--- config.mk ---
export PLATFORM = sky130hd
export DESIGN_NAME = gradient_magnitude_direction_binner_unit
export DESIGN_NICKNAME = d
export VERILOG_FILES = /design/src/hw/rtl/gmdb_pkg.sv /design/src/hw/rtl/gmdb_isqrt.sv /design/src/hw/rtl/gmdb_counters.sv /design/src/hw/rtl/gradient_magnitude_direction_binner_unit.sv
export SDC_FILE = /design/constraint.sdc
export NUM_CORES = 1
export LEC_CHECK = 0
export ABC_AREA = 1
export CAP_MARGIN = 20
export CORE_ASPECT_RATIO = 1.4
export CORE_UTILIZATION = 66
export CTS_BUF_LIST = sky130_fd_sc_hd__clkbuf_16
export DETAILED_ROUTE_END_ITERATION = 6
export DONT_BUFFER_PORTS = 1
export GPL_TIMING_DRIVEN = 0
export PLACE_DENSITY = 0.84
export SETUP_SLACK_MARGIN = 0.05
export SYNTH_ARGS = -nofsm -noshare
export SYNTH_HDL_FRONTEND = slang
export SYNTH_HIERARCHICAL = 1
export SYNTH_SLANG_ARGS = --single-unit
--- constraint.sdc ---
create_clock -name i_clk -period 11.3 [get_ports i_clk]
set_clock_uncertainty 0.05 [all_clocks]
set_input_delay 0.565 -clock i_clk [delete_from_list [all_inputs] [get_ports i_clk]]
set_output_delay 0.565 -clock i_clk [all_outputs]
set_load 0.1 [all_outputs]
--- src/hw/rtl/gmdb_pkg.sv ---
// Shared types and constants for the gradient magnitude/direction binner.
package gmdb_pkg;

    localparam int COUNT_BITS = 22;
    localparam int OUT_CNT_W  = 22;

    localparam int PIX_W  = 8;
    localparam int GRAD_W = 12;      // signed sx/sy, |s| <= 1020
    localparam int ABS_W  = 10;
    localparam int MUL_A_W = 11;
    localparam int MUL_B_W = 18;
    localparam int PROD_W  = MUL_A_W + MUL_B_W;
    localparam int SUMSQ_W = 21;     // ax^2 + ay^2 <= 2,080,800
    localparam int RAD_W   = 22;     // radicand padded to an even width
    localparam int ROOT_W  = RAD_W / 2;
    localparam int REM_W   = ROOT_W + 2;
    localparam int SQRT_STEPS = RAD_W / 2;
    localparam int STEP_W  = $clog2(SQRT_STEPS);
    localparam int MAG_W   = 8;
    localparam int CFG_IDX_W  = 2;
    localparam int CFG_DATA_W = 8;
    localparam int LHS_SHIFT  = 16;

    // tan(22.5) and tan(67.5) in unsigned Q16
    localparam logic [MUL_B_W-1:0] TAN_22_5_Q16 = MUL_B_W'(27146);
    localparam logic [MUL_B_W-1:0] TAN_67_5_Q16 = MUL_B_W'(158218);
    // floor(r/6) == (r * RECIP_6) >> RECIP_SHIFT for r < 2^16
    localparam logic [MUL_B_W-1:0] RECIP_6     = MUL_B_W'(43691);
    localparam int                 RECIP_SHIFT = 18;

    localparam logic [CFG_IDX_W-1:0] REG_KERNEL_SELECT = CFG_IDX_W'(0);
    localparam logic [CFG_IDX_W-1:0] REG_MAG_THRESHOLD = CFG_IDX_W'(1);

    localparam logic             KERNEL_RESET    = 1'b1;
    localparam logic [MAG_W-1:0] THRESHOLD_RESET = MAG_W'(50);

    typedef enum logic [1:0] {
        DIR_FLAT  = 2'd0,
        DIR_DIAG  = 2'd1,
        DIR_OTHER = 2'd2
    } t_dir;

    typedef enum logic [3:0] {
        S_IDLE,
        S_SQX,
        S_SQY,
        S_TAN1,
        S_TAN3,
        S_ROOT,
        S_DIV,
        S_DONE
    } t_state;

    typedef struct packed {
        logic en;
        logic clear;
        logic is_strong;
        t_dir dir;
    } t_cnt_upd;

endpackage

--- src/hw/rtl/gmdb_isqrt.sv ---
// Iterative restoring integer square root, one result bit per cycle.
module gmdb_isqrt (
    input  logic                        i_clk,
    input  logic                        i_rst_n,
    input  logic                        i_start,
    input  logic [gmdb_pkg::RAD_W-1:0]  i_radicand,
    output logic                        o_busy,
    output logic [gmdb_pkg::ROOT_W-1:0] o_root
);
    import gmdb_pkg::*;

    localparam logic [STEP_W-1:0] LAST_STEP = STEP_W'(SQRT_STEPS - 1);

    logic [RAD_W-1:0]  r_op;
    logic [REM_W-1:0]  r_rem;
    logic [ROOT_W-1:0] r_root;
    logic [STEP_W-1:0] r_step;
    logic              r_busy;

    logic [REM_W-1:0]  rem_sh;
    logic [REM_W-1:0]  trial;
    logic              ge;

    always_comb begin
        // remainder stays below 2*root+1, so its top two bits are free here
        rem_sh = {r_rem[REM_W-3:0], r_op[RAD_W-1 -: 2]};
        trial  = {r_root, 2'b01};
        ge     = rem_sh >= trial;
    end

    always_ff @(posedge i_clk) begin
        if (!i_rst_n) begin
            r_busy <= 1'b0;
            r_step <= '0;
        end else if (i_start) begin
            r_busy <= 1'b1;
            r_step <= '0;
        end else if (r_busy) begin
            r_busy <= (r_step != LAST_STEP);
            r_step <= r_step + STEP_W'(1);
        end
    end

    always_ff @(posedge i_clk) begin
        if (i_start) begin
            r_op   <= i_radicand;
            r_rem  <= '0;
            r_root <= '0;
        end else if (r_busy) begin
            r_op   <= {r_op[RAD_W-3:0], 2'b00};
            r_rem  <= ge ? (rem_sh - trial) : rem_sh;
            r_root <= {r_root[ROOT_W-2:0], ge};
        end
    end

    assign o_busy = r_busy;
    assign o_root = r_root;

    a_start_busy : assert property (@(posedge i_clk) disable iff (!i_rst_n)
        i_start |=> r_busy && (r_step == '0))
        else $error("isqrt not busy after start");

    a_fall_last : assert property (@(posedge i_clk) disable iff (!i_rst_n)
        $fell(r_busy) |-> $past(r_step) == LAST_STEP)
        else $error("isqrt finished early");

    a_rem_bound : assert property (@(posedge i_clk) disable iff (!i_rst_n)
        ($past(r_busy) && !$past(i_start)) |-> ({1'b0, r_rem} <= {r_root, 1'b0}))
        else $error("isqrt remainder out of range");

endmodule

--- src/hw/rtl/gmdb_counters.sv ---
// Five saturating frame counters for the strength and direction bins.
module gmdb_counters (
    input  logic                            i_clk,
    input  logic                            i_rst_n,
    input  gmdb_pkg::t_cnt_upd              i_upd,
    output logic [gmdb_pkg::COUNT_BITS-1:0] o_next_weak,
    output logic [gmdb_pkg::COUNT_BITS-1:0] o_next_strong,
    output logic [gmdb_pkg::COUNT_BITS-1:0] o_next_flat,
    output logic [gmdb_pkg::COUNT_BITS-1:0] o_next_diag,
    output logic [gmdb_pkg::COUNT_BITS-1:0] o_next_other
);
    import gmdb_pkg::*;

    localparam logic [COUNT_BITS-1:0] COUNT_MAX = {COUNT_BITS{1'b1}};
    localparam int SUM_W = COUNT_BITS + 2;

    function automatic logic [COUNT_BITS-1:0] sat_inc(input logic [COUNT_BITS-1:0] v);
        return (v == COUNT_MAX) ? v : v + COUNT_BITS'(1);
    endfunction

    logic [COUNT_BITS-1:0] r_weak, r_strong, r_flat, r_diag, r_other;
    logic [COUNT_BITS-1:0] n_weak, n_strong, n_flat, n_diag, n_other;
    logic [COUNT_BITS-1:0] b_weak, b_strong, b_flat, b_diag, b_other;
    logic                  clr;
    logic                  hit_flat, hit_diag, hit_other;

    always_comb begin
        clr = i_upd.en && i_upd.clear;
        b_weak   = clr ? '0 : r_weak;
        b_strong = clr ? '0 : r_strong;
        b_flat   = clr ? '0 : r_flat;
        b_diag   = clr ? '0 : r_diag;
        b_other  = clr ? '0 : r_other;

        hit_flat  = 1'b0;
        hit_diag  = 1'b0;
        hit_other = 1'b0;
        case (i_upd.dir)
            DIR_FLAT: hit_flat  = 1'b1;
            DIR_DIAG: hit_diag  = 1'b1;
            default:  hit_other = 1'b1;
        endcase

        n_weak   = (i_upd.en && !i_upd.is_strong) ? sat_inc(b_weak)   : b_weak;
        n_strong = (i_upd.en &&  i_upd.is_strong) ? sat_inc(b_strong) : b_strong;
        n_flat   = (i_upd.en && hit_flat)      ? sat_inc(b_flat)   : b_flat;
        n_diag   = (i_upd.en && hit_diag)      ? sat_inc(b_diag)   : b_diag;
        n_other  = (i_upd.en && hit_other)     ? sat_inc(b_other)  : b_other;
    end

    always_ff @(posedge i_clk) begin
        if (!i_rst_n) begin
            r_weak   <= '0;
            r_strong <= '0;
            r_flat   <= '0;
            r_diag   <= '0;
            r_other  <= '0;
        end else begin
            r_weak   <= n_weak;
            r_strong <= n_strong;
            r_flat   <= n_flat;
            r_diag   <= n_diag;
            r_other  <= n_other;
        end
    end

    assign o_next_weak   = n_weak;
    assign o_next_strong = n_strong;
    assign o_next_flat   = n_flat;
    assign o_next_diag   = n_diag;
    assign o_next_other  = n_other;

    a_clear_strength : assert property (@(posedge i_clk) disable iff (!i_rst_n)
        (i_upd.en && i_upd.clear) |=> (SUM_W'(r_weak) + SUM_W'(r_strong)) == SUM_W'(1))
        else $error("strength counters wrong after frame start");

    a_clear_dir : assert property (@(posedge i_clk) disable iff (!i_rst_n)
        (i_upd.en && i_upd.clear) |=>
            (SUM_W'(r_flat) + SUM_W'(r_diag) + SUM_W'(r_other)) == SUM_W'(1))
        else $error("direction counters wrong after frame start");

    a_hold_idle : assert property (@(posedge i_clk) disable iff (!i_rst_n)
        !i_upd.en |=> $stable(r_weak) && $stable(r_strong) && $stable(r_flat))
        else $error("counter moved without an update");

endmodule

--- src/hw/rtl/gradient_magnitude_direction_binner_unit.sv ---
// Top level: Prewitt/Sobel gradient magnitude, direction class and frame bins.
//
// One 3x3 neighborhood is taken per input beat, and the block then holds
// o_in_stall high until the item is finished. A single 11x18 multiplier is
// reused for ax^2, ay^2, the two tan comparisons and the divide by six, and
// the 11-step restoring square root (one result bit per cycle) takes most of
// the time spent on an item. The finished result sits in an output register,
// so the next beat is taken while it waits to be drained; a stalled output
// only holds the block in its last state. Configuration writes take effect
// at once and are meant for idle periods.
module gradient_magnitude_direction_binner_unit (
    input  logic                               i_clk,
    input  logic                               i_rst_n,
    input  logic                               i_cfg_we,
    input  logic [gmdb_pkg::CFG_IDX_W-1:0]     i_cfg_idx,
    input  logic [gmdb_pkg::CFG_DATA_W-1:0]    i_cfg_data,
    input  logic                               i_in_valid,
    output logic                               o_in_stall,
    input  logic [gmdb_pkg::PIX_W-1:0]         i_pix_top_left,
    input  logic [gmdb_pkg::PIX_W-1:0]         i_pix_top_mid,
    input  logic [gmdb_pkg::PIX_W-1:0]         i_pix_top_right,
    input  logic [gmdb_pkg::PIX_W-1:0]         i_pix_mid_left,
    input  logic [gmdb_pkg::PIX_W-1:0]         i_pix_center,
    input  logic [gmdb_pkg::PIX_W-1:0]         i_pix_mid_right,
    input  logic [gmdb_pkg::PIX_W-1:0]         i_pix_bottom_left,
    input  logic [gmdb_pkg::PIX_W-1:0]         i_pix_bottom_mid,
    input  logic [gmdb_pkg::PIX_W-1:0]         i_pix_bottom_right,
    input  logic                               i_frame_start,
    output logic                               o_out_valid,
    input  logic                               i_out_stall,
    output logic [gmdb_pkg::MAG_W-1:0]         o_magnitude,
    output logic                               o_strong_edge,
    output logic [1:0]                         o_direction_class,
    output logic [gmdb_pkg::OUT_CNT_W-1:0]     o_count_weak,
    output logic [gmdb_pkg::OUT_CNT_W-1:0]     o_count_strong,
    output logic [gmdb_pkg::OUT_CNT_W-1:0]     o_count_dir_flat,
    output logic [gmdb_pkg::OUT_CNT_W-1:0]     o_count_dir_diag,
    output logic [gmdb_pkg::OUT_CNT_W-1:0]     o_count_dir_other
);
    import gmdb_pkg::*;

    // configuration
    logic             r_kernel;
    logic [MAG_W-1:0] r_thr;

    // control
    t_state r_state, n_state;
    logic   r_out_valid;

    // datapath
    logic [ABS_W-1:0]   r_ax, r_ay;
    logic               r_sx_pos, r_grad_zero, r_frame_start;
    logic [PROD_W-1:0]  r_prod;
    logic [SUMSQ_W-1:0] r_acc;
    logic               r_le1, r_lt3;

    // output register
    logic [MAG_W-1:0]     r_magnitude;
    logic                 r_strong;
    t_dir                 r_dir;
    logic [OUT_CNT_W-1:0] r_cnt_weak, r_cnt_strong, r_cnt_flat, r_cnt_diag, r_cnt_other;

    // combinational
    logic                in_accept, out_free;
    logic signed [GRAD_W-1:0] sx, sy, w_mid;
    logic [MUL_A_W-1:0]  mul_a;
    logic [MUL_B_W-1:0]  mul_b;
    logic [PROD_W-1:0]   product;
    logic                mul_en;
    logic [PROD_W-1:0]   lhs;
    logic                sqrt_start, sqrt_busy;
    logic [ROOT_W-1:0]   sqrt_root;
    logic [MAG_W-1:0]    mag_now;
    logic                strong_now;
    t_dir                dir_now;
    logic                load_out;
    t_cnt_upd            cnt_upd;
    logic [COUNT_BITS-1:0] nc_weak, nc_strong, nc_flat, nc_diag, nc_other;

    assign in_accept = i_in_valid && !o_in_stall;
    assign out_free  = !r_out_valid || !i_out_stall;

    // gradient sums straight from the input ports
    always_comb begin
        w_mid = r_kernel ? GRAD_W'(2) : GRAD_W'(1);
        sx = GRAD_W'(i_pix_top_right) + w_mid * GRAD_W'(i_pix_mid_right)
           + GRAD_W'(i_pix_bottom_right)
           - GRAD_W'(i_pix_top_left) - w_mid * GRAD_W'(i_pix_mid_left)
           - GRAD_W'(i_pix_bottom_left);
        sy = GRAD_W'(i_pix_top_left) + w_mid * GRAD_W'(i_pix_top_mid)
           + GRAD_W'(i_pix_top_right)
           - GRAD_W'(i_pix_bottom_left) - w_mid * GRAD_W'(i_pix_bottom_mid)
           - GRAD_W'(i_pix_bottom_right);
    end

    // next state
    always_comb begin
        n_state = r_state;
        case (r_state)
            S_IDLE: if (i_in_valid) n_state = S_SQX;
            S_SQX:  n_state = S_SQY;
            S_SQY:  n_state = S_TAN1;
            S_TAN1: n_state = S_TAN3;
            S_TAN3: n_state = S_ROOT;
            S_ROOT: if (!sqrt_busy) n_state = S_DIV;
            S_DIV:  n_state = S_DONE;
            S_DONE: if (out_free) n_state = S_IDLE;
            default: n_state = S_IDLE;
        endcase
    end

    // sequencer outputs: multiplier operands and strobes
    always_comb begin
        o_in_stall = 1'b1;
        mul_a      = MUL_A_W'(r_ax);
        mul_b      = MUL_B_W'(r_ax);
        mul_en     = 1'b0;
        sqrt_start = 1'b0;
        load_out   = 1'b0;
        case (r_state)
            S_IDLE: o_in_stall = 1'b0;
            S_SQX:  mul_en = 1'b1;
            S_SQY: begin
                mul_a  = MUL_A_W'(r_ay);
                mul_b  = MUL_B_W'(r_ay);
                mul_en = 1'b1;
            end
            S_TAN1: begin
                mul_b  = TAN_22_5_Q16;
                mul_en = 1'b1;
            end
            S_TAN3: begin
                mul_b      = TAN_67_5_Q16;
                mul_en     = 1'b1;
                sqrt_start = 1'b1;
            end
            S_DIV: begin
                mul_a  = sqrt_root;
                mul_b  = RECIP_6;
                mul_en = 1'b1;
            end
            S_DONE: load_out = out_free;
            default: o_in_stall = 1'b1;
        endcase
    end

    assign product = PROD_W'(mul_a) * PROD_W'(mul_b);
    assign lhs     = PROD_W'({r_ay, {LHS_SHIFT{1'b0}}});

    // final classification, valid in S_DONE
    always_comb begin
        mag_now    = r_prod[RECIP_SHIFT +: MAG_W];
        strong_now = mag_now >= r_thr;
        if (r_grad_zero) begin
            dir_now = DIR_FLAT;
        end else if (!r_sx_pos) begin
            dir_now = DIR_OTHER;
        end else if (r_le1) begin
            dir_now = DIR_FLAT;
        end else if (r_lt3) begin
            dir_now = DIR_DIAG;
        end else begin
            dir_now = DIR_OTHER;
        end
        cnt_upd.en        = load_out;
        cnt_upd.clear     = r_frame_start;
        cnt_upd.is_strong = strong_now;
        cnt_upd.dir       = dir_now;
    end

    always_ff @(posedge i_clk) begin
        if (!i_rst_n) begin
            r_state     <= S_IDLE;
            r_out_valid <= 1'b0;
            r_kernel    <= KERNEL_RESET;
            r_thr       <= THRESHOLD_RESET;
        end else begin
            r_state <= n_state;
            if (load_out) begin
                r_out_valid <= 1'b1;
            end else if (!i_out_stall) begin
                r_out_valid <= 1'b0;
            end
            if (i_cfg_we) begin
                case (i_cfg_idx)
                    REG_KERNEL_SELECT: r_kernel <= i_cfg_data[0];
                    REG_MAG_THRESHOLD: r_thr    <= i_cfg_data[MAG_W-1:0];
                    default: ;
                endcase
            end
        end
    end

    always_ff @(posedge i_clk) begin
        if (in_accept) begin
            r_ax          <= ABS_W'(sx < 0 ? -sx : sx);
            r_ay          <= ABS_W'(sy < 0 ? -sy : sy);
            r_sx_pos      <= sx > 0;
            r_grad_zero   <= (sx == 0) && (sy == 0);
            r_frame_start <= i_frame_start;
        end
        if (mul_en) begin
            r_prod <= product;
        end
        // the product registered in one state is consumed in the next state
        case (r_state)
            S_SQY:  r_acc <= r_prod[SUMSQ_W-1:0];
            S_TAN1: r_acc <= r_acc + r_prod[SUMSQ_W-1:0];
            S_TAN3: r_le1 <= lhs <= r_prod;
            S_ROOT: r_lt3 <= lhs < r_prod;
            default: ;
        endcase
        if (load_out) begin
            r_magnitude  <= mag_now;
            r_strong     <= strong_now;
            r_dir        <= dir_now;
            r_cnt_weak   <= OUT_CNT_W'(nc_weak);
            r_cnt_strong <= OUT_CNT_W'(nc_strong);
            r_cnt_flat   <= OUT_CNT_W'(nc_flat);
            r_cnt_diag   <= OUT_CNT_W'(nc_diag);
            r_cnt_other  <= OUT_CNT_W'(nc_other);
        end
    end

    gmdb_isqrt u_isqrt (
        .i_clk      (i_clk),
        .i_rst_n    (i_rst_n),
        .i_start    (sqrt_start),
        .i_radicand (RAD_W'(r_acc)),
        .o_busy     (sqrt_busy),
        .o_root     (sqrt_root)
    );

    gmdb_counters u_counters (
        .i_clk         (i_clk),
        .i_rst_n       (i_rst_n),
        .i_upd         (cnt_upd),
        .o_next_weak   (nc_weak),
        .o_next_strong (nc_strong),
        .o_next_flat   (nc_flat),
        .o_next_diag   (nc_diag),
        .o_next_other  (nc_other)
    );

    assign o_out_valid       = r_out_valid;
    assign o_magnitude       = r_magnitude;
    assign o_strong_edge     = r_strong;
    assign o_direction_class = r_dir;
    assign o_count_weak      = r_cnt_weak;
    assign o_count_strong    = r_cnt_strong;
    assign o_count_dir_flat  = r_cnt_flat;
    assign o_count_dir_diag  = r_cnt_diag;
    assign o_count_dir_other = r_cnt_other;

    a_accept_starts : assert property (@(posedge i_clk) disable iff (!i_rst_n)
        in_accept |=> r_state == S_SQX)
        else $error("accepted beat did not start the sequence");

    a_result_from_done : assert property (@(posedge i_clk) disable iff (!i_rst_n)
        $rose(r_out_valid) |-> $past(r_state) == S_DONE)
        else $error("result appeared outside the final state");

    a_mag_range : assert property (@(posedge i_clk) disable iff (!i_rst_n)
        r_out_valid |-> r_magnitude <= MAG_W'(240))
        else $error("magnitude out of range");

    a_root_before_div : assert property (@(posedge i_clk) disable iff (!i_rst_n)
        (r_state == S_DIV) |-> !sqrt_busy)
        else $error("divide started before square root finished");

endmodule
# ---- Word level (Yosys, flattened, before mapping)
# Cells that the tools add are included.
dict set report classes {
  addsub 20
  multipliers 5
  order_cmp 7
  eq_ne 19
  muxes 43
  bitwise 1
  reduce_logical 25
}
# cell n
set op_table {}
lappend op_table {{$mux W22} 15}
lappend op_table {{$add A22 B1 Y22 const B} 5}
lappend op_table {{$eq A22 B22 Y1 const B} 5}
lappend op_table {{$pmux W18 S4} 1}
lappend op_table {{$logic_not A32 Y1} 2}
lappend op_table {{$sub A12 B8 Y12} 4}
lappend op_table {{$mux W21} 2}
lappend op_table {{$pmux W21 S2} 1}
lappend op_table {{$mul A2 B8 Y10} 4}
lappend op_table {{$pmux W4 S8} 1}
lappend op_table {{$le A26 B29 Y1} 1}
lappend op_table {{$lt A26 B29 Y1} 1}
lappend op_table {{$mul A11 B18 Y29} 1}
lappend op_table {{$add A11 B8 Y12} 2}
lappend op_table {{$lt A12 B1 Y1 const B} 2}
lappend op_table {{$sub A12 B10 Y12} 2}
lappend op_table {{$add A8 B10 Y11} 2}
lappend op_table {{$pmux W11 S2} 1}
lappend op_table {{$add A21 B21 Y21} 1}
lappend op_table {{$mux W10} 2}
lappend op_table {{$neg A10 Y10} 2}
lappend op_table {{$eq A4 B3 Y1 const B} 4}
lappend op_table {{$ge A13 B13 Y1} 1}
lappend op_table {{$gt A12 B1 Y1 const B} 1}
lappend op_table {{24 further kinds} 57}
dict set report word_totals {
  ff_bits 369
  in_bits 88
  out_inout_bits 123
  wordCells 152
}

# ---- Depth between registers and ports, before layout
# Gate-level depths: netlist of run 1.
dict set report depth {
  word_depth 9
  mapped_depth 32
}

# ---- By module
# The synthesis of run 1 kept the hierarchy.
# mod instances cells_each area_per_inst_um2 seq_area_each_um2
set by_module_without_submodules {}
lappend by_module_without_submodules {gradient_magnitude_direction_binner_unit 1 2092 19014.5 6145.9}
lappend by_module_without_submodules {gmdb_counters 1 1437 8221.6 2202.1}
lappend by_module_without_submodules {gmdb_isqrt 1 377 2742.6 1201.2}

# ---- Worst setup path after synthesis of run 1
# No wires, ideal clock.
dict set report synth_path {
  path_kind {register to register}
  from {register r_out_valid (netlist: o_out_valid)}
  to {register r_cnt_strong[16] (netlist: o_count_strong[16]) (data pin)}
  setup_ns 0.251
  arrival_ns 8.899
  slack_ns 2.100
  path_stages_with_launch 20
  cell_sequence {dfxtp_1 a21oi_1 buf_6 nand2_8 buf_8 buf_6 buf_2 buf_2 nand2_1 inv_1 ha_1 nand2_1 nor2_2 nand2_1 nor2_2 nand2_2 buf_2 nand4_1 nand2_1 inv_1}
}
dict set report synth_between {
  elab_chain_cells 8
  word_cells_on_any_way 10
  classes_between {add/sub (1); eq/ne (1); mux (4); reduce/logical (4)}
}
# element line_no
set synth_lines {}
lappend synth_lines {{start: declaration} gradient_magnitude_direction_binner_unit.sv:48} ;# logic r_out_valid;
lappend synth_lines {{start signal: assignment} gradient_magnitude_direction_binner_unit.sv:174} ;# r_out_valid <= 1'b0;
lappend synth_lines {{start signal: assignment} gradient_magnitude_direction_binner_unit.sv:180} ;# r_out_valid <= 1'b1;
lappend synth_lines {{start signal: assignment} gradient_magnitude_direction_binner_unit.sv:182} ;# r_out_valid <= 1'b0;
lappend synth_lines {{$logic_not A1 Y1 *} gradient_magnitude_direction_binner_unit.sv:81} ;# assign out_free = !r_out_valid || !i_out_stall;
lappend synth_lines {{$logic_or A1 B1 Y1 *} gradient_magnitude_direction_binner_unit.sv:81}
lappend synth_lines {{$mux W1 *} gradient_magnitude_direction_binner_unit.sv:120} ;# case (r_state)
lappend synth_lines {{net load_out} gradient_magnitude_direction_binner_unit.sv:76} ;# logic load_out;
lappend synth_lines {{$logic_and A1 B1 Y1} gmdb_counters.sv:28} ;# clr = i_upd.en && i_upd.clear;
lappend synth_lines {{$mux W22} gmdb_counters.sv:30} ;# b_strong = clr ? '0 : r_strong;
lappend synth_lines {{$add A22 B1 Y22 / $eq A22 B22 Y1 (equally long branches)} gmdb_counters.sv:18} ;# return (v == COUNT_MAX) ? v : v + COUNT_BITS'(1);
lappend synth_lines {{$mux W22} gmdb_counters.sv:18}
lappend synth_lines {{$mux W22 *} gmdb_counters.sv:45} ;# n_strong = (i_upd.en && i_upd.is_strong) ? sat_inc(b_strong) : b_strong;
lappend synth_lines {{net nc_strong[16]} gradient_magnitude_direction_binner_unit.sv:78} ;# logic [COUNT_BITS-1:0] nc_weak, nc_strong, nc_flat, nc_diag, nc_other;
lappend synth_lines {{end signal: assignment} gradient_magnitude_direction_binner_unit.sv:218} ;# r_cnt_strong <= OUT_CNT_W'(nc_strong);
lappend synth_lines {{end: declaration} gradient_magnitude_direction_binner_unit.sv:61} ;# logic [OUT_CNT_W-1:0] r_cnt_weak, r_cnt_strong, r_cnt_flat, r_cnt_diag, r_cnt_other;
# The timed path passes the listed nets; every way through them passes the cells marked *.
# A chain may end at the register's enable or synchronous reset.

# ---- Worst setup path after layout of run 1
dict set report layout_path {
  from {register r_state[2]}
  to {register r_prod[21] (data pin)}
}
dict set report layout_between {
  elab_chain_cells 3
  word_cells_on_any_way 7
  classes_between {mul (1); eq/ne (4); mux (2)}
}
# element line_no
set layout_lines {}
lappend layout_lines {{start: declaration} gradient_magnitude_direction_binner_unit.sv:47} ;# t_state r_state, n_state;
lappend layout_lines {{start signal: assignment} gradient_magnitude_direction_binner_unit.sv:178} ;# r_state <= n_state;
lappend layout_lines {{$eq A4 B3 Y1 / $eq A4 B2 Y1 (equally long branches)} gradient_magnitude_direction_binner_unit.sv:120}
lappend layout_lines {{$pmux W18 S4 / $pmux W11 S2 (equally long branches)} gradient_magnitude_direction_binner_unit.sv:120}
lappend layout_lines {{$mul A11 B18 Y29 *} gradient_magnitude_direction_binner_unit.sv:147} ;# assign product = PROD_W'(mul_a) * PROD_W'(mul_b);
lappend layout_lines {{net product[21]} gradient_magnitude_direction_binner_unit.sv:68} ;# logic [PROD_W-1:0] product;
lappend layout_lines {{end signal: assignment} gradient_magnitude_direction_binner_unit.sv:203} ;# r_prod <= product;
lappend layout_lines {{end: declaration} gradient_magnitude_direction_binner_unit.sv:53} ;# logic [PROD_W-1:0] r_prod;
# Marks and branches as above.

==> results of run 1 <==
-- logic make-up after synthesis --
| logic type | count (synthesis) |
|---|---|
| AO/OA/AOI/OAI | 281 |
| XOR/XNOR | 71 |
| adder cells (fa/ha/maj) | 392 |
| buffers and inverters | 860 |
| flip-flops | 368 |
| multiplexers | 4 |
| other | 1 |
| AND/OR/NAND/NOR | 1929 |
-- Yosys cell counts, types with 36 or more instances --
cell,instances,share of area (%)
fa_1,194,13
nor2_1,432,5.4
inv_1,754,9.4
nand3_1,274,4.6
o21ai_0,55,0.92
a21oi_1,152,2.5
nand4_1,75,1.6
dfxtp_1,150,10
nand2_1,987,12
xor2_1,36,1.1
ha_1,198,8.3
edfxtp_1,218,22
-- cell usage in the layout, fill, tap and decap left out, drive strengths merged --
cell / Yosys / routed
nand3: 283 / 283
edfxtp: 218 / 218
nand4: 76 / 76
clkbuf: 33 / 73
o21ai: 68 / 68
o22ai: 16 / 16
clkinv: 2 / 11
o2111ai: 1 / 1
and3: 2 / 2
nand2: 1004 / 1004
a21oi: 156 / 156
o21a: 1 / 1
a21o: 7 / 7
a211oi: 2 / 2
xnor2: 35 / 35
clkinvlp: 0 / 6
nand3b: 28 / 28
xor2: 36 / 36
o211ai: 8 / 8
bufinv: 0 / 1
a31oi: 5 / 5
conb: 1 / 7
or2: 13 / 13
dfxtp: 150 / 150
o21bai: 13 / 13
nor2: 480 / 480
nor3b: 1 / 1
mux2i: 4 / 4
nor3: 34 / 34
and2: 4 / 4
fa: 194 / 194
nor4: 4 / 4
ha: 198 / 198
a41oi: 2 / 2
buf: 41 / 47
inv: 784 / 796
a21boi: 2 / 2
-- critical path: cells and delay by family (launching register included) --
| kind | cells | cell delay, ns |
|---|---|---|
| xor+xnor | 1 | 0.18 |
| compound gates | 4 | 0.77 |
| fa+ha+maj | 6 | 3.01 |
| buf+inv | 7 | 0.70 |
| flops | 1 | 0.31 |
| simple gates | 7 | 1.04 |
-- final cells by class --
type	instances	share of cell area, %
Timing Repair Buffer	6	0.391
Multi-Input combinational cell	2684	53.3
Clock buffer	40	3.12
Inverter	786	9.26
Buffer	74	1.37
Sequential cell	368	29.8
Tap cell	564	2.20
Clock inverter	28	0.570
-- stage by stage --
step                      util (%)  instance area, sq um  setup WS (ns)  setup TNS [ns]
after CTS                     71.4                 32000           5.01               0
after global routing          71.4                 32000           4.71               0
after floorplan                  -                 30000           2.10               0
final                         71.4                 32000           4.94               0
after detailed placement      68.7                 30900           5.05               0
after global placement        68.4                 30700         -0.965         -133.98
-- layer usage --
| layer | up-vias | wire length (microns) | global-route usage [%] |
|---|---|---|---|
| met5 | - | 0 | 0 |
| met4 | 0 | 6480 | 26.1 |
| met3 | 398 | 5390 | 5.81 |
| met2 | 1195 | 40800 | 63.2 |
| met1 | 12000 | 27600 | 35.8 |
| li1 | 12400 | - | - |
-- worst min-delay path by stage --
stage                       start            end  slack [ns]  depth (start not counted)
global placement         r_thr[7]       r_thr[7]        0.40                          2
CTS                 i_frame_start  r_frame_start        0.05                          0
finish              i_frame_start  r_frame_start        0.06                          0
detailed placement       r_thr[7]       r_thr[7]        0.41                          2
global route        i_frame_start  r_frame_start        0.05                          0
floorplan                r_thr[2]       r_thr[2]        0.39                          2
-- sequential cells by signal (all words and copies together), names as in the netlist, 11 cells and up --
name	cells
r_acc	21
o_count_dir_other	22
u_counters/r_flat	22
u_counters/r_strong	22
u_counters/r_weak	22
o_count_dir_diag	22
o_count_strong	22
o_count_dir_flat	22
u_counters/r_other	22
u_isqrt/o_root	11
r_prod	29
u_isqrt/r_rem	11
o_count_weak	22
u_counters/r_diag	22
u_isqrt/r_op	22
==> impl_metrics.env, run 1 <==
export IMPL_min_path_type="input pin to register"
export IMPL_report_final_hold_viol_count=0
export IMPL_synth_flop_cell="edfxtp_1"
export IMPL_io_pins=211
export IMPL_synth_compound_area_share_pct=5.47
export IMPL_gp_congestion=1.06
export IMPL_die_h_microns=254
export IMPL_r2r_slack_ns=4.94
export IMPL_critical_path_max_fanout=8
export IMPL_antenna_found_initial=3
export IMPL_ys_seq_area_share_pct=31.9
export IMPL_wirelength_microns=80300
export IMPL_endpoint="r_prod[21]"
export IMPL_vias_per_cell=5.70
export IMPL_grt_pass1_vias=25300
export IMPL_worst_setup_path_type="register to register"
export IMPL_fillers=3582
export IMPL_row_count=92
export IMPL_regArea_sq_um=9550
export IMPL_ctsHoldBuffers=0
export IMPL_status="finished, final reports clean"
export IMPL_grt_pass1_wl_microns=126000
export IMPL_clk_latency_ns=0.54
export IMPL_drc=0
export IMPL_clk_path_buf_depth=3
export IMPL_start_util_pct=66.8
export IMPL_synthCells=3906
export IMPL_startpoint_type="register"
export IMPL_async_reset_ff_share_pct=0
export IMPL_synth_simple_gate_area_share_pct=27.9
export IMPL_grt_total_usage_pct=34.7
export IMPL_wl_per_cell_microns=17.6
export IMPL_drive_gt1_share_pct=5.97
export IMPL_max_cap_viol_count=0
export IMPL_drtIter0Drc=2007
export IMPL_cts_buffers=37
export IMPL_multiInputGateArea_sq_um=17100
export IMPL_overflow=0
export IMPL_htreeDepth=2
export IMPL_vias=25900
export IMPL_setup_viol=0
export IMPL_cts_root_buf="clkbuf_16"
export IMPL_core_area_sq_um=44900
export IMPL_r2r_start="r_state[2]"
export IMPL_cp_end_kind="register"
export IMPL_synth_top_family_by_area="simple AND/OR/NAND/NOR gates"
export IMPL_cp_startpoint="r_state[2]"
export IMPL_path_clk_slew_ns=0.06
export IMPL_dieArea_sq_um=46300
export IMPL_yosys_register_bits=368
export IMPL_r2r_end="r_prod[21]"
export IMPL_synth_edf_count=218
export IMPL_finalMaxSlewViolations=0
export IMPL_cts_tree="done"
export IMPL_worst_r2r_path_depth=25
export IMPL_grt_setup_unrepaired="false"
export IMPL_syn_area_sq_um=30000
export IMPL_placed_cells=4482
export IMPL_synth_adder_area_share_pct=21.2
export IMPL_timing_hold_ws_ns=0.0635
export IMPL_muxShareOfSynthArea_pct=0.134
export IMPL_finalCritPeriodShare_pct=56.3
export IMPL_port_buffers=0
export IMPL_cp_data_arrival_time_ns=6.58
export IMPL_drt_first_pass_iters=6
export IMPL_postCtsSetupBuffers=0
export IMPL_final_nets=4437
export IMPL_numClockSinks=368
export IMPL_cp_slowest_cell="fa_1"
export IMPL_ys_types=62
export IMPL_grt_max_degree=32
export IMPL_area_growth_synth_to_final_pct=6.86
export IMPL_path_common_cell="fa_1"
export IMPL_avgSynthCellArea_sq_um=7.68
export IMPL_max_stage_delay_ns=0.57
export IMPL_final_cells=4550
export IMPL_ctsResizeCount=0
export IMPL_period_needed_ns=6.36
export IMPL_synth_xor_area_share_pct=2.07
export IMPL_yosys_warnings=6
export IMPL_clock_fmax_mhz=157
export IMPL_slew_headroom_pct=21.6
export IMPL_fp_dieW_microns=182
export IMPL_worst_pin_slew_ns=1.17
export IMPL_drtAntennaViolNets=0
export IMPL_required_ns=11.52
export IMPL_diodes=0
export IMPL_dp_hpwl_microns=64100
Power of run 1 is left out: the tool's default activity adds up to more than one toggle a clock period on the data nets, which glitch-free logic cannot reach.
==> run 2, diff against run 1 <==
--- a/config.mk
+++ b/config.mk
@@ -5,15 +5,15 @@
 export SDC_FILE = /design/constraint.sdc
 export NUM_CORES = 1
 export LEC_CHECK = 0
-export ABC_AREA = 1
+export ABC_AREA = 0
 export CAP_MARGIN = 20
 export CORE_ASPECT_RATIO = 1.4
-export CORE_UTILIZATION = 66
+export CORE_UTILIZATION = 59
 export CTS_BUF_LIST = sky130_fd_sc_hd__clkbuf_16
 export DETAILED_ROUTE_END_ITERATION = 6
 export DONT_BUFFER_PORTS = 1
 export GPL_TIMING_DRIVEN = 0
-export PLACE_DENSITY = 0.84
+export PLACE_DENSITY = 0.8
 export SETUP_SLACK_MARGIN = 0.05
 export SYNTH_ARGS = -nofsm -noshare
 export SYNTH_HDL_FRONTEND = slang
==> constraint.sdc (replaced) <==
create_clock -name i_clk -period 5.8 [get_ports i_clk]
set_clock_uncertainty 0.05 [all_clocks]
set_input_delay 0.29 -clock i_clk [delete_from_list [all_inputs] [get_ports i_clk]]
set_output_delay 0.29 -clock i_clk [all_outputs]
set_load 0.1 [all_outputs]
==> run 2 against run 1 <==
- the run now ends with negative setup slack left
- sequential share of layout area is 0.53 points lower
- critical endpoint is now r_prod[28]
- non-clock buffer count is 124 higher
- worst setup slack worse by 5.1 ns
==> impl_metrics.env, run 2 <==
export IMPL_row_count=94
export IMPL_violations="negative setup slack"
export IMPL_finalMaxSlewViolations=0
export IMPL_max_stage_delay_ns=0.58
export IMPL_gp_congestion=0.961
export IMPL_max_cap_viol_count=0
export IMPL_worst_pin_slew_ns=1.17
export IMPL_startpoint_type="register"
export IMPL_wirelength_microns=83700
export IMPL_final_cells=3779
export IMPL_grt_total_usage_pct=33.6
export IMPL_path_clk_slew_ns=0.07
export IMPL_drtIter0Drc=1721
export IMPL_synth_edf_count=218
export IMPL_slew_headroom_pct=21.9
export IMPL_antenna_found_initial=1
export IMPL_synth_area_leaders="edfxtp_1 (23%), fa_1 (14%), dfxtp_1 (11%)"
export IMPL_yosys_warnings=6
export IMPL_finalCritPeriodShare_pct=103
export IMPL_worst_setup_path_type="register to register"
export IMPL_synth_top_area_cell="edfxtp_1"
export IMPL_area_growth_synth_to_final_pct=15.1
export IMPL_drc=0
export IMPL_status="finished, violations left"
export IMPL_fillers=3543
export IMPL_drive_gt1_share_pct=13.6
export IMPL_cp_startpoint="r_state[1]"
export IMPL_dieArea_sq_um=49000
export IMPL_crit_chain="buf_6 -> nand2b_4 -> clkbuf_16 -> clkbuf_16 -> buf_6 -> o21ai_4 -> buf_6 -> nand2_4 -> fa_1 -> fa_1 -> fa_1 -> inv_2 -> fa_1 -> inv_2 -> fa_1 -> inv_2 -> ha_4 -> o21a_1 -> nor2_2 -> or4b_4 -> a31oi_4 -> a21boi_2 -> xnor2_1"
export IMPL_cp_data_arrival_time_ns=6.19
export IMPL_wl_met3_microns=4650
export IMPL_cts_buffers=38
export IMPL_cp_top_family="adder cells"
export IMPL_grt_max_degree=36
export IMPL_final_common_cell="inv_1"
export IMPL_yosys_register_bits=368
export IMPL_cts_root_buf="clkbuf_16"
export IMPL_core_area_sq_um=47300
export IMPL_overflow=0
export IMPL_met1_length_microns=28700
export IMPL_grt_setup_unrepaired="true"
export IMPL_port_buffers=0
export IMPL_dr_wl_met2_microns=42800
export IMPL_synth_top_area_share_pct=23.1
export IMPL_fp_dieW_microns=187
export IMPL_clk_path_buf_depth=3
export IMPL_placed_cells=3615
export IMPL_setup_viol=6
export IMPL_r2r_start="r_state[1]"
export IMPL_synthCells=2977
export IMPL_grt_pass1_wl_microns=128000
export IMPL_layout_common_cells="inv_1 (350), nand2_1 (268), nor2_1 (245), edfxtp_1 (218), fa_1 (184)"
export IMPL_drt_first_pass_iters=7
export IMPL_async_reset_ff_share_pct=0
export IMPL_syn_area_sq_um=28400
export IMPL_cp_end_kind="register"
export IMPL_cp_slowest_cell="or4b_4"
export IMPL_final_nets=3605
export IMPL_io_pins=211
export IMPL_cts_tree="done"
export IMPL_avgSynthCellArea_sq_um=9.53
export IMPL_vias_per_cell=6.18
export IMPL_numClockSinks=368
export IMPL_min_from="i_out_stall"
export IMPL_clk_latency_ns=0.55
export IMPL_synth_flop_cell="edfxtp_1"
export IMPL_htreeDepth=2
export IMPL_start_util_pct=60.0
export IMPL_dp_hpwl_microns=64300
export IMPL_fin_ws_ns=-0.162
export IMPL_vias=23300
export IMPL_ys_types=101
export IMPL_grt_pass1_vias=23600
export IMPL_report_final_hold_viol_count=0
export IMPL_min_path_type="input pin to register"
export IMPL_top_layer_used="met5"
export IMPL_wl_per_cell_microns=22.2
export IMPL_period_needed_ns=5.96
export IMPL_clock_fmax_mhz=168
export IMPL_ys_seq_area_share_pct=33.7
export IMPL_critical_path_max_fanout=6
export IMPL_drtAntennaViolNets=0
export IMPL_yosysMostFrequentCell="inv_1"
export IMPL_path_buf_inv=8
export IMPL_required_ns=6.03
export IMPL_path_common_cell="fa_1"
export IMPL_synthTopCellsByCount="inv_1 (356), nand2_1 (283), nor2_1 (265)"
export IMPL_regMostFlops="r_prod"
export IMPL_largest_reg_flops=29
export IMPL_die_h_microns=261
## run 2: changes by cell type after synthesis, sizes merged, moves of 29 or more
cell and change:
and3 +43, inv -426, nor2 -215, xnor2 +45, and2 +60, clkbuf +47
nand2b +43, mux2i +54, or3 +37, o21ai +29, nand3 -214, nand2 -716
## run 2: layout make-up
cell class / instances / area, sq um / area share (%)
buffer: 95 / 614 / 1.88
inverter: 359 / 1360 / 4.16
timing repair buffer: 109 / 1120 / 3.43
clock inverter: 30 / 256 / 0.785
sequential: 368 / 9570 / 29.3
multi-input combinational: 2154 / 18000 / 55.1
tap: 624 / 781 / 2.39
antenna: 1 / 2.50 / 0.00766
clock buffer: 39 / 976 / 2.99
## run 2: cell families after synthesis
logic type,count (synthesis),share of synthesized area (%)
flops,368,33.7
simple gates,1041,18.6
other cells,1,0.0132
xor+xnor,124,3.83
compound gates,507,12.2
mux,83,3.04
fa+ha+maj,392,22.4
buf+inv,461,6.27
## run 2: worst paths after layout
path                             to  depth (start not counted)  slack (ns)
max                      r_prod[28]                         23       -0.16
min                 o_count_weak[9]                          1        0.05
max reg2reg              r_prod[28]                         23       -0.16
min reg2reg  u_counters/r_strong[8]                          2        0.45
## run 2: timing repair
action / CTS / global route
endpoints found under the setup margin: 44 / 21
hold endpoints to repair: 18 / 0
pin swaps: 50 / 72
buffers inserted: 58 / 22
cloned: 5 / 1
gates resized for setup: 174 / 89
hold buffers: 14 / 0
## run 2: per-layer routing
metal / vias up / GRT usage, %
li1: 10600 / -
met1: 11300 / 34.5
met2: 1086 / 61.4
met3: 349 / 4.11
met4: 2 / 28.2
met5: - / 0
## run 2: through the flow
stage | utilization (%) | TNS, ns | area (sq um) | hold slack (ns) | setup WS (ns)
4_1_cts | 68.0 | -0.0245 | 32200 | 0.0318 | -0.0245
2_1_floorplan | - | 0 | 28500 | 0.302 | 0.0533
5_1_grt | 69.1 | -1.78 | 32700 | 0.0427 | -0.294
3_5_place_dp | 62.3 | -19.41 | 29400 | 0.308 | -1.05
3_3_place_gp | 62.0 | -406.54 | 29300 | 0.306 | -2.54
6_report | 69.1 | -0.587 | 32700 | 0.0521 | -0.162
Power of run 2 is left out for the same reason.
